## src/rtl/core/srecord_to_binary_converter_macros.svh

```systemverilog
// Assertion helpers shared by the converter RTL.
`ifndef SRECORD_TO_BINARY_CONVERTER_MACROS_SVH
`define SRECORD_TO_BINARY_CONVERTER_MACROS_SVH

// Plain property, checked on every rising clock edge outside reset.
`define SRTB_ASSERT(label, clk, rst_n, prop) \
	label: assert property (@(posedge clk) disable iff (!rst_n) (prop)) \
		else $error("srtb: assertion failed");

// Same-cycle implication.
`define SRTB_ASSERT_IMPL(label, clk, rst_n, ante, cons) \
	label: assert property (@(posedge clk) disable iff (!rst_n) (ante) |-> (cons)) \
		else $error("srtb: implication failed");

`endif

```

## src/rtl/core/srtb_pkg.sv

```systemverilog
`default_nettype none

package srtb_pkg;

	// result kinds
	localparam logic [2:0] KIND_BYTE     = 3'd0;
	localparam logic [2:0] KIND_ZERO_RUN = 3'd1;
	localparam logic [2:0] KIND_DONE     = 3'd2;
	localparam logic [2:0] KIND_FMT_ERR  = 3'd3;
	localparam logic [2:0] KIND_OVERLAP  = 3'd4;

	// configuration register indexes
	localparam int unsigned CFG_IDX_W = 2;
	localparam logic [CFG_IDX_W-1:0] CFG_LENGTH_PREFIX  = 2'd0;
	localparam logic [CFG_IDX_W-1:0] CFG_ADDRESS_PREFIX = 2'd1;
	localparam logic [CFG_IDX_W-1:0] CFG_FILL_GAPS      = 2'd2;

	// characters
	localparam logic [7:0] CH_S    = 8'h53;
	localparam logic [7:0] CH_ZERO = 8'h30;
	localparam logic [7:0] CH_ONE  = 8'h31;
	localparam logic [7:0] CH_NINE = 8'h39;

	typedef struct packed {
		logic [2:0]  kind;
		logic [7:0]  value;
		logic [15:0] run_length;
	} result_t;

	// up to two results caused by one character
	typedef struct packed {
		logic [1:0] count;
		result_t    first;
		result_t    second;
	} entry_t;

endpackage

`default_nettype wire

```

## src/rtl/core/srtb_front.sv

```systemverilog
`default_nettype none
`include "srecord_to_binary_converter_macros.svh"

module srtb_front (
	input  wire logic                             clk,
	input  wire logic                             arst_n,
	input  wire logic                             accept,
	input  wire logic [7:0]                       char_code,
	input  wire logic                             end_of_file,
	input  wire logic                             cfg_we,
	input  wire logic [srtb_pkg::CFG_IDX_W-1:0]   cfg_index,
	input  wire logic                             cfg_data,
	output logic                                  push,
	output srtb_pkg::entry_t                      push_entry
);

	localparam logic [2:0] PH_START   = 3'd0;
	localparam logic [2:0] PH_TYPE    = 3'd1;
	localparam logic [2:0] PH_LEN_HI  = 3'd2;
	localparam logic [2:0] PH_LEN_LO  = 3'd3;
	localparam logic [2:0] PH_TERM    = 3'd4;
	localparam logic [2:0] PH_BODY_HI = 3'd5;
	localparam logic [2:0] PH_BODY_LO = 3'd6;

	localparam logic [1:0] RT_S0 = 2'd0;
	localparam logic [1:0] RT_S1 = 2'd1;
	localparam logic [1:0] RT_S9 = 2'd2;

	function automatic logic [7:0] hex_val(input logic [7:0] c);
		logic [7:0] v;
		v = c - srtb_pkg::CH_ZERO;
		if (c > srtb_pkg::CH_NINE)
			v = v - 8'd7;
		return v;
	endfunction

	function automatic srtb_pkg::result_t mk_res(input logic [2:0] k, input logic [7:0] b,
			input logic [15:0] run);
		srtb_pkg::result_t r;
		r.kind       = k;
		r.value      = b;
		r.run_length = run;
		return r;
	endfunction

	logic length_prefix_on_q, address_prefix_on_q, fill_gaps_on_q;

	logic [2:0]  phase_q, phase_d;
	logic [7:0]  first_q, first_d;
	logic [1:0]  rtype_q, rtype_d;
	logic [7:0]  len_q, len_d;
	logic [7:0]  pcnt_q, pcnt_d;
	logic [7:0]  hi_q, hi_d;
	logic [16:0] exp_q, exp_d;
	logic        seen_q, seen_d;
	logic        halted_q, halted_d;

	logic [7:0]  v_hi, pair_b, pnext, data_cnt;
	logic [15:0] addr, gap;
	logic [16:0] exp_new;
	logic        overlap;
	logic        err, complete;
	logic        have_a, have_b;
	srtb_pkg::result_t res_a, res_b;
	srtb_pkg::entry_t  ent;

	assign v_hi     = hex_val(first_q);
	assign pair_b   = {v_hi[3:0], 4'b0000} | hex_val(char_code);
	assign pnext    = pcnt_q + 8'd1;
	assign addr     = {hi_q, pair_b};
	assign data_cnt = (len_q >= 8'd3) ? len_q - 8'd3 : 8'd0;
	assign exp_new  = {1'b0, addr} + {9'd0, data_cnt};
	assign overlap  = exp_q > {1'b0, addr};
	assign gap      = addr - exp_q[15:0];

	always_comb begin
		phase_d  = phase_q;
		first_d  = first_q;
		rtype_d  = rtype_q;
		len_d    = len_q;
		pcnt_d   = pcnt_q;
		hi_d     = hi_q;
		exp_d    = exp_q;
		seen_d   = seen_q;
		halted_d = halted_q;
		err      = 1'b0;
		complete = 1'b0;
		have_a   = 1'b0;
		have_b   = 1'b0;
		res_a    = '0;
		res_b    = '0;
		case (phase_q)
			PH_TYPE: begin
				if (char_code == srtb_pkg::CH_ZERO)
					rtype_d = RT_S0;
				else if (char_code == srtb_pkg::CH_ONE)
					rtype_d = RT_S1;
				else if (char_code == srtb_pkg::CH_NINE)
					rtype_d = RT_S9;
				else
					err = 1'b1;
				phase_d = PH_LEN_HI;
			end
			PH_LEN_HI, PH_BODY_HI: begin
				first_d = char_code;
				phase_d = phase_q + 3'd1;
			end
			PH_LEN_LO: begin
				len_d  = pair_b;
				pcnt_d = '0;
				hi_d   = '0;
				if (rtype_q == RT_S1 && length_prefix_on_q) begin
					have_a = 1'b1;
					res_a  = mk_res(srtb_pkg::KIND_BYTE,
						address_prefix_on_q ? pair_b : pair_b - 8'd2, 16'd0);
				end
				phase_d = (pair_b == 8'd0) ? PH_TERM : PH_BODY_HI;
			end
			PH_BODY_LO: begin
				pcnt_d = pnext;
				if (rtype_q == RT_S1) begin
					if (pnext == 8'd1) begin
						hi_d   = pair_b;
						have_a = address_prefix_on_q;
						res_a  = mk_res(srtb_pkg::KIND_BYTE, pair_b, 16'd0);
					end else if (pnext == 8'd2) begin
						have_a = address_prefix_on_q;
						res_a  = mk_res(srtb_pkg::KIND_BYTE, pair_b, 16'd0);
						if (fill_gaps_on_q) begin
							if (!seen_q) begin
								seen_d = 1'b1;
								exp_d  = exp_new;
							end else if (overlap) begin
								have_b   = 1'b1;
								res_b    = mk_res(srtb_pkg::KIND_OVERLAP, 8'd0, 16'd0);
								halted_d = 1'b1;
							end else begin
								have_b = (gap != 16'd0);
								res_b  = mk_res(srtb_pkg::KIND_ZERO_RUN, 8'd0, gap);
								exp_d  = exp_new;
							end
						end
					end else if (pnext < len_q) begin
						have_a = 1'b1;
						res_a  = mk_res(srtb_pkg::KIND_BYTE, pair_b, 16'd0);
					end
				end
				phase_d = (pnext == len_q) ? PH_TERM : PH_BODY_HI;
			end
			PH_TERM: begin
				phase_d  = PH_START;
				complete = 1'b1;
			end
			default: begin
				if (char_code != srtb_pkg::CH_S)
					err = 1'b1;
				phase_d = PH_TYPE;
			end
		endcase

		ent = '0;
		if (err || end_of_file) begin
			ent.count      = 2'd1;
			ent.first      = mk_res((complete && !err) ? srtb_pkg::KIND_DONE :
				srtb_pkg::KIND_FMT_ERR, 8'd0, 16'd0);
			halted_d       = 1'b1;
		end else if (have_a && have_b) begin
			ent.count  = 2'd2;
			ent.first  = res_a;
			ent.second = res_b;
		end else if (have_a) begin
			ent.count = 2'd1;
			ent.first = res_a;
		end else if (have_b) begin
			ent.count = 2'd1;
			ent.first = res_b;
		end
	end

	assign push       = accept && !halted_q && (ent.count != 2'd0);
	assign push_entry = ent;

	always_ff @(posedge clk or negedge arst_n) begin
		if (!arst_n) begin
			length_prefix_on_q  <= 1'b0;
			address_prefix_on_q <= 1'b0;
			fill_gaps_on_q      <= 1'b0;
		end else if (cfg_we) begin
			if (cfg_index == srtb_pkg::CFG_LENGTH_PREFIX)
				length_prefix_on_q <= cfg_data;
			if (cfg_index == srtb_pkg::CFG_ADDRESS_PREFIX)
				address_prefix_on_q <= cfg_data;
			if (cfg_index == srtb_pkg::CFG_FILL_GAPS)
				fill_gaps_on_q <= cfg_data;
		end
	end

	always_ff @(posedge clk or negedge arst_n) begin
		if (!arst_n) begin
			phase_q  <= PH_START;
			first_q  <= '0;
			rtype_q  <= RT_S0;
			len_q    <= '0;
			pcnt_q   <= '0;
			hi_q     <= '0;
			exp_q    <= '0;
			seen_q   <= 1'b0;
			halted_q <= 1'b0;
		end else if (accept && !halted_q) begin
			phase_q  <= phase_d;
			first_q  <= first_d;
			rtype_q  <= rtype_d;
			len_q    <= len_d;
			pcnt_q   <= pcnt_d;
			hi_q     <= hi_d;
			exp_q    <= exp_d;
			seen_q   <= seen_d;
			halted_q <= halted_d;
		end
	end

	`SRTB_ASSERT_IMPL(a_no_push_halted, clk, arst_n, halted_q, !push)
	`SRTB_ASSERT_IMPL(a_halt_sticky, clk, arst_n, $past(halted_q), halted_q)

endmodule

`default_nettype wire

```

## src/rtl/core/srtb_queue.sv

```systemverilog
`default_nettype none
`include "srecord_to_binary_converter_macros.svh"

module srtb_queue #(
	parameter int unsigned DEPTH = 4
) (
	input  wire logic              clk,
	input  wire logic              arst_n,
	input  wire logic              push,
	input  wire srtb_pkg::entry_t  push_entry,
	input  wire logic              pop,
	output srtb_pkg::entry_t       head,
	output logic                   head_valid,
	output logic                   full
);

	localparam int unsigned PTR_W = $clog2(DEPTH);
	localparam int unsigned CNT_W = $clog2(DEPTH + 1);

	srtb_pkg::entry_t   slots [DEPTH];
	logic [PTR_W-1:0]   wr_ptr_q, rd_ptr_q;
	logic [CNT_W-1:0]   count_q;

	assign full       = (count_q == CNT_W'(DEPTH));
	assign head_valid = (count_q != '0);
	assign head       = slots[rd_ptr_q];

	always_ff @(posedge clk) begin
		if (push)
			slots[wr_ptr_q] <= push_entry;
	end

	always_ff @(posedge clk or negedge arst_n) begin
		if (!arst_n) begin
			wr_ptr_q <= '0;
			rd_ptr_q <= '0;
			count_q  <= '0;
		end else begin
			if (push)
				wr_ptr_q <= (wr_ptr_q == PTR_W'(DEPTH - 1)) ? '0 : wr_ptr_q + PTR_W'(1);
			if (pop)
				rd_ptr_q <= (rd_ptr_q == PTR_W'(DEPTH - 1)) ? '0 : rd_ptr_q + PTR_W'(1);
			if (push && !pop)
				count_q <= count_q + CNT_W'(1);
			else if (pop && !push)
				count_q <= count_q - CNT_W'(1);
		end
	end

	`SRTB_ASSERT(a_no_overflow, clk, arst_n, !(push && full))
	`SRTB_ASSERT(a_no_underflow, clk, arst_n, !(pop && !head_valid))

endmodule

`default_nettype wire

```

## src/rtl/core/srtb_back.sv

```systemverilog
`default_nettype none
`include "srecord_to_binary_converter_macros.svh"

module srtb_back (
	input  wire logic         clk,
	input  wire logic         arst_n,
	input  wire srtb_pkg::entry_t head,
	input  wire logic         head_valid,
	output logic              pop,
	output logic              out_valid,
	input  wire logic         out_stall,
	output logic [2:0]        kind,
	output logic [7:0]        value,
	output logic [15:0]       run_length,
	output logic              last_of_run
);

	logic              out_valid_q, sel_q, last_q;
	srtb_pkg::result_t res_q, cur;
	logic              load, last;

	// sel_q set: first result of the head entry already went out
	assign cur  = sel_q ? head.second : head.first;
	assign last = sel_q || (head.count == 2'd1);
	assign load = head_valid && (!out_valid_q || !out_stall);
	assign pop  = load && last;

	always_ff @(posedge clk or negedge arst_n) begin
		if (!arst_n) begin
			out_valid_q <= 1'b0;
			sel_q       <= 1'b0;
		end else begin
			if (!out_valid_q || !out_stall)
				out_valid_q <= head_valid;
			if (load)
				sel_q <= !last;
		end
	end

	always_ff @(posedge clk) begin
		if (load) begin
			res_q  <= cur;
			last_q <= last;
		end
	end

	assign out_valid   = out_valid_q;
	assign kind        = res_q.kind;
	assign value       = res_q.value;
	assign run_length  = res_q.run_length;
	assign last_of_run = last_q;

	`SRTB_ASSERT_IMPL(a_sel_holds_head, clk, arst_n, sel_q, head_valid && head.count == 2'd2)
	`SRTB_ASSERT_IMPL(a_run_nonzero, clk, arst_n,
		out_valid_q && res_q.kind == srtb_pkg::KIND_ZERO_RUN, res_q.run_length != 16'd0)

endmodule

`default_nettype wire

```

## src/rtl/core/srecord_to_binary_converter.sv

```systemverilog
// A character's results share one queue slot and then pass through the output register.
// Throughput: one character per cycle while the queue has room (in_stall low);
// one result per cycle leaves the output register while out_stall is low.
// Reset (arst_n low) clears parser state, queue, output valid and all config registers.
`default_nettype none

module srecord_to_binary_converter #(
	parameter int unsigned QUEUE_DEPTH = 4
) (
	input  wire logic                            clk,
	input  wire logic                            arst_n,
	input  wire logic                            cfg_we,
	input  wire logic [srtb_pkg::CFG_IDX_W-1:0]  cfg_index,
	input  wire logic                            cfg_data,
	input  wire logic                            in_valid,
	output logic                                 in_stall,
	input  wire logic [7:0]                      char_code,
	input  wire logic                            end_of_file,
	output logic                                 out_valid,
	input  wire logic                            out_stall,
	output logic [2:0]                           kind,
	output logic [7:0]                           value,
	output logic [15:0]                          run_length,
	output logic                                 last_of_run
);

	logic             full, push, pop, head_valid;
	srtb_pkg::entry_t push_entry, head;

	assign in_stall = full;

	srtb_front u_front (
		.clk         (clk),
		.arst_n      (arst_n),
		.accept      (in_valid && !full),
		.char_code   (char_code),
		.end_of_file (end_of_file),
		.cfg_we      (cfg_we),
		.cfg_index   (cfg_index),
		.cfg_data    (cfg_data),
		.push        (push),
		.push_entry  (push_entry)
	);

	srtb_queue #(
		.DEPTH (QUEUE_DEPTH)
	) u_queue (
		.clk        (clk),
		.arst_n     (arst_n),
		.push       (push),
		.push_entry (push_entry),
		.pop        (pop),
		.head       (head),
		.head_valid (head_valid),
		.full       (full)
	);

	srtb_back u_back (
		.clk         (clk),
		.arst_n      (arst_n),
		.head        (head),
		.head_valid  (head_valid),
		.pop         (pop),
		.out_valid   (out_valid),
		.out_stall   (out_stall),
		.kind        (kind),
		.value       (value),
		.run_length  (run_length),
		.last_of_run (last_of_run)
	);

endmodule

`default_nettype wire

```

## config.mk

```make
export PLATFORM = sky130hd
export DESIGN_NAME = srecord_to_binary_converter
export DESIGN_NICKNAME = d
export VERILOG_FILES = /design/src/rtl/core/srtb_pkg.sv /design/src/rtl/core/srtb_front.sv /design/src/rtl/core/srtb_queue.sv /design/src/rtl/core/srtb_back.sv /design/src/rtl/core/srecord_to_binary_converter.sv
export VERILOG_INCLUDE_DIRS = /design/src /design/src/rtl/core
export SDC_FILE = /design/constraint.sdc
export NUM_CORES = 1
export LEC_CHECK = 0
export BUFFER_PORTS_ARGS = -buffer_cell sky130_fd_sc_hd__buf_2
export CAP_MARGIN = 20
export CORE_ASPECT_RATIO = 0.5
export CORE_MARGIN = 4
export CORE_UTILIZATION = 34
export DETAILED_ROUTE_END_ITERATION = 10
export SETUP_SLACK_MARGIN = 0.1
export SYNTH_ARGS = -nofsm -noshare
export SYNTH_HDL_FRONTEND = slang
export SYNTH_SLANG_ARGS = --single-unit
```

## constraint.sdc

```tcl
create_clock -name clk -period 8.15 [get_ports clk]
set_clock_uncertainty 0.1 [all_clocks]
set_input_delay 1.2225 -clock clk [delete_from_list [all_inputs] [get_ports clk]]
set_output_delay 1.2225 -clock clk [all_outputs]
set_load 0.005 [all_outputs]
```

==> results_dict.tcl <==
set metrics [dict create \
    chipHeight_um 152 \
    cp.arrival_ns 7.47 \
    final_area_um2 16000 \
    antenna_cells 0 \
    critPathMaxFanout 9 \
    post-synth-top-count-cell "edfxtp_1" \
    grt_usage_pct 13.7 \
    worstSetupEndpointType "flip-flop" \
    cts_max_path_buffers 3 \
    hold_buffers 0 \
    synth_cell_type_count 78 \
    critical-path-top-delay-family "adder cells" \
    port_buffers 46 \
    synth_seq_area_share_pct 58.0 \
    cpPeakStageDelay_ns 0.63 \
    cts_resized 0 \
    dr.pass1.iters 5 \
    status "finished, final reports clean" \
    ys_warn_count 0 \
    drv_slew 0 \
    std_cell_rows 52 \
    drive_gt1_share_pct 15.8 \
    hold_viol_final 0 \
    crit_path_frequent_cell "ha_1" \
    slew_headroom_pct 33.9 \
    core_um2 40700 \
    area_delta_synth_final_pct 13.0 \
    antenna_found_initial 0 \
    max_slew.worst_pin.slew_ns 0.992 \
    yosysTopAreaCellShare_pct 45.9 \
    cellInternalPower_w 0.00289 \
    postCtsSetupBuffers 0 \
    synth_edf_count 216 \
    crit_chain "buf_2, ha_1, nor4b_2, nand3_1, nand2_1, xnor2_1, ha_1, fa_1, nand2b_1, a211oi_2, o21ai_0, mux2i_1, xor2_1, o2111ai_1, or4_1, o21a_1, ha_1, or2_2, o21a_1, ha_1, inv_1, fa_1, mux2_2" \
    combPwrFrac_pct 28.4 \
    drt_iter0_drc 553 \
    path_buf_inv 2 \
    ctsHtreeMaxLevel 1 \
    grt_pass1_vias 8939 \
    cp.required_ns 8.50 \
    vias 9053 \
    yosys-top-cells-area "edfxtp_1, dfrtp_1, mux4_2, ha_1, nand2_1" \
    syn-num-nets 1211 \
    ant_nets 0 \
    synthFlopType "edfxtp_1" \
    wl_per_cell_um 18.0 \
    clk_pin_slew_ns 0.07 \
    numCtsBuffers 28 \
    final_nets 1265 \
    placed_cell_area_um2 15100 \
    numClockSinks 284 \
    ys_seq_elements 284 \
    max_freq_ghz 0.140 \
    cp-start-kind "input port" \
    dpl.hpwl_um 20700 \
    rsz0062_at_grt "false" \
    yosys-top-cells-count "edfxtp_1, nand2_1, nor2_1" \
    overflow 0 \
    dieArea_um2 45100 \
    layout_min_cycle_time_ns 7.12 \
    grt_pass1_wl_um 49400 \
    root_buffer "clkbuf_16" \
    power.density_nw_per_um2 266 \
    drv_cap 0 \
    seq_power_share_pct 42.1 \
    cpMaxStageDelayCell "or4_1" \
    hp-class "flip-flop to flip-flop" \
    gp_congestion 0.841 \
    p_sw_share_pct 31.9 \
    syn_area_um2 14100 \
    drc_errors 0 \
    avgSynthCellArea_um2 12.6 \
    routed_wirelength_um 31200 \
    setup_viol 0 \
    die_w_um 296 \
    yosysTopAreaCell "edfxtp_1" \
    grt_max_degree 69 \
    start_util_pct 34.7 \
    synth-async-reset-ratio_pct 23.9 \
    critPathKind "input port to flip-flop" \
    clkPwrFrac_pct 29.5 \
    synthCells 1123 \
    ir_drop_uv 142 \
    power.switching_w 0.00136 \
    via_per_inst 5.21 \
    leakagePower_nw 6.30 \
    setup_tns_ns 0 \
    tritoncts "yes" \
    period_share_pct 87.3 \
    ioPinCount 47 \
    clk_latency_ns 0.57 \
]
sequential cells by signal, summed over array words and instances, names as in the netlist, 2 cells and up:
| name | cells |
|---|---|
| u_back.kind | 3 |
| u_back.run_length | 16 |
| u_back.value | 8 |
| u_front.exp_q | 17 |
| u_front.first_q | 8 |
| u_front.hi_q | 8 |
| u_front.len_q | 8 |
| u_front.pcnt_q | 8 |
| u_front.phase_q | 3 |
| u_front.rtype_q | 2 |
| u_queue.count_q | 3 |
| u_queue.rd_ptr_q | 2 |
| u_queue.slots | 188 |
| u_queue.wr_ptr_q | 2 |
power by group through the flow:
stage	registers (W)	logic [W]	clock network (W)
global placement	0.00182	0.00118	0
finish	0.00179	0.00121	0.00125
CTS	0.00180	0.00122	0.00129
floorplan	0.00180	0.000831	0
global route	0.00181	0.00133	0.00136
detailed placement	0.00182	0.00121	0
worst paths after layout:
kind | from | end | slack (ns) | depth (start not counted)
max in group asynchronous | arst_n | u_front.exp_q[8] | 6.54 | 2
setup reg to reg | u_front.first_q[0] | u_queue.count_q[1] | 1.73 | 23
min in group asynchronous | arst_n | u_back.out_valid | 0.73 | 2
hold reg to reg | u_front.exp_q[15] | u_front.exp_q[15] | 0.40 | 2
hold / removal | u_front.exp_q[15] | u_front.exp_q[15] | 0.40 | 2
setup / recovery | char_code[4] | u_queue.count_q[1] | 1.03 | 23
layout by cell type (no fill, tap or decap), types with 27 or more instances in the layout:
| cell type | count |
|---|---|
| nand3_1 | 27 |
| xnor2_1 | 27 |
| mux4_2 | 45 |
| nor2_1 | 88 |
| buf_2 | 46 |
| ha_1 | 68 |
| o21ai_0 | 66 |
| nand2_1 | 142 |
| inv_1 | 65 |
| a21oi_1 | 32 |
| clkbuf_16 | 28 |
| edfxtp_1 | 216 |
| dfrtp_1 | 66 |
routing by layer:
layer	share of wire (%)	up-vias	global-route usage, %	wire length [um]
li1	-	4235	-	-
met1	47	4509	20.0	14700
met2	45	265	21.1	14100
met3	6.1	44	2.82	1920
met4	1.7	0	2.73	534
met5	0	-	0	0
kinds of logic after synthesis:
| logic type | Yosys count | share of synthesized area, % |
|---|---|---|
| XOR/XNOR | 43 | 2.67 |
| flip-flops | 284 | 58.0 |
| multiplexers | 64 | 8.63 |
| adder cells (fa/ha/maj) | 71 | 6.45 |
| buffers and inverters | 104 | 2.82 |
| AO/OA/AOI/OAI | 197 | 9.59 |
| AND/OR/NAND/NOR | 360 | 11.9 |
through the flow:
stage | util [%] | cells | setup slack [ns] | hold WS, ns | power (W)
finish | 39.2 | 1739 | 1.03 | 0.398 | 0.00425
global route | 39.2 | 1739 | 0.631 | 0.416 | 0.00450
CTS | 39.2 | 1739 | 1.09 | 0.400 | 0.00431
detailed placement | 37.0 | 1687 | 0.500 | 0.381 | 0.00304
global placement | 37.0 | 1687 | 0.761 | 0.373 | 0.00301
floorplan | - | 1123 | 0.871 | 0.356 | 0.00263
final cells by class:
class / count / area (um2)
Inverter: 66 / 248
Multi-Input combinational cell: 735 / 5550
Timing Repair Buffer: 62 / 400
Sequential cell: 284 / 8190
Clock inverter: 18 / 170
Fill cell: 3842 / 24800
Tap cell: 540 / 676
Clock buffer: 34 / 723
tightest hold or removal path, delay by kind of cell, from the launching register on:
kind,cells,cell delay [ns]
flops,1,0.36
compound gates,1,0.06
simple gates,1,0.05
Power figures use the tool's default switching activity.
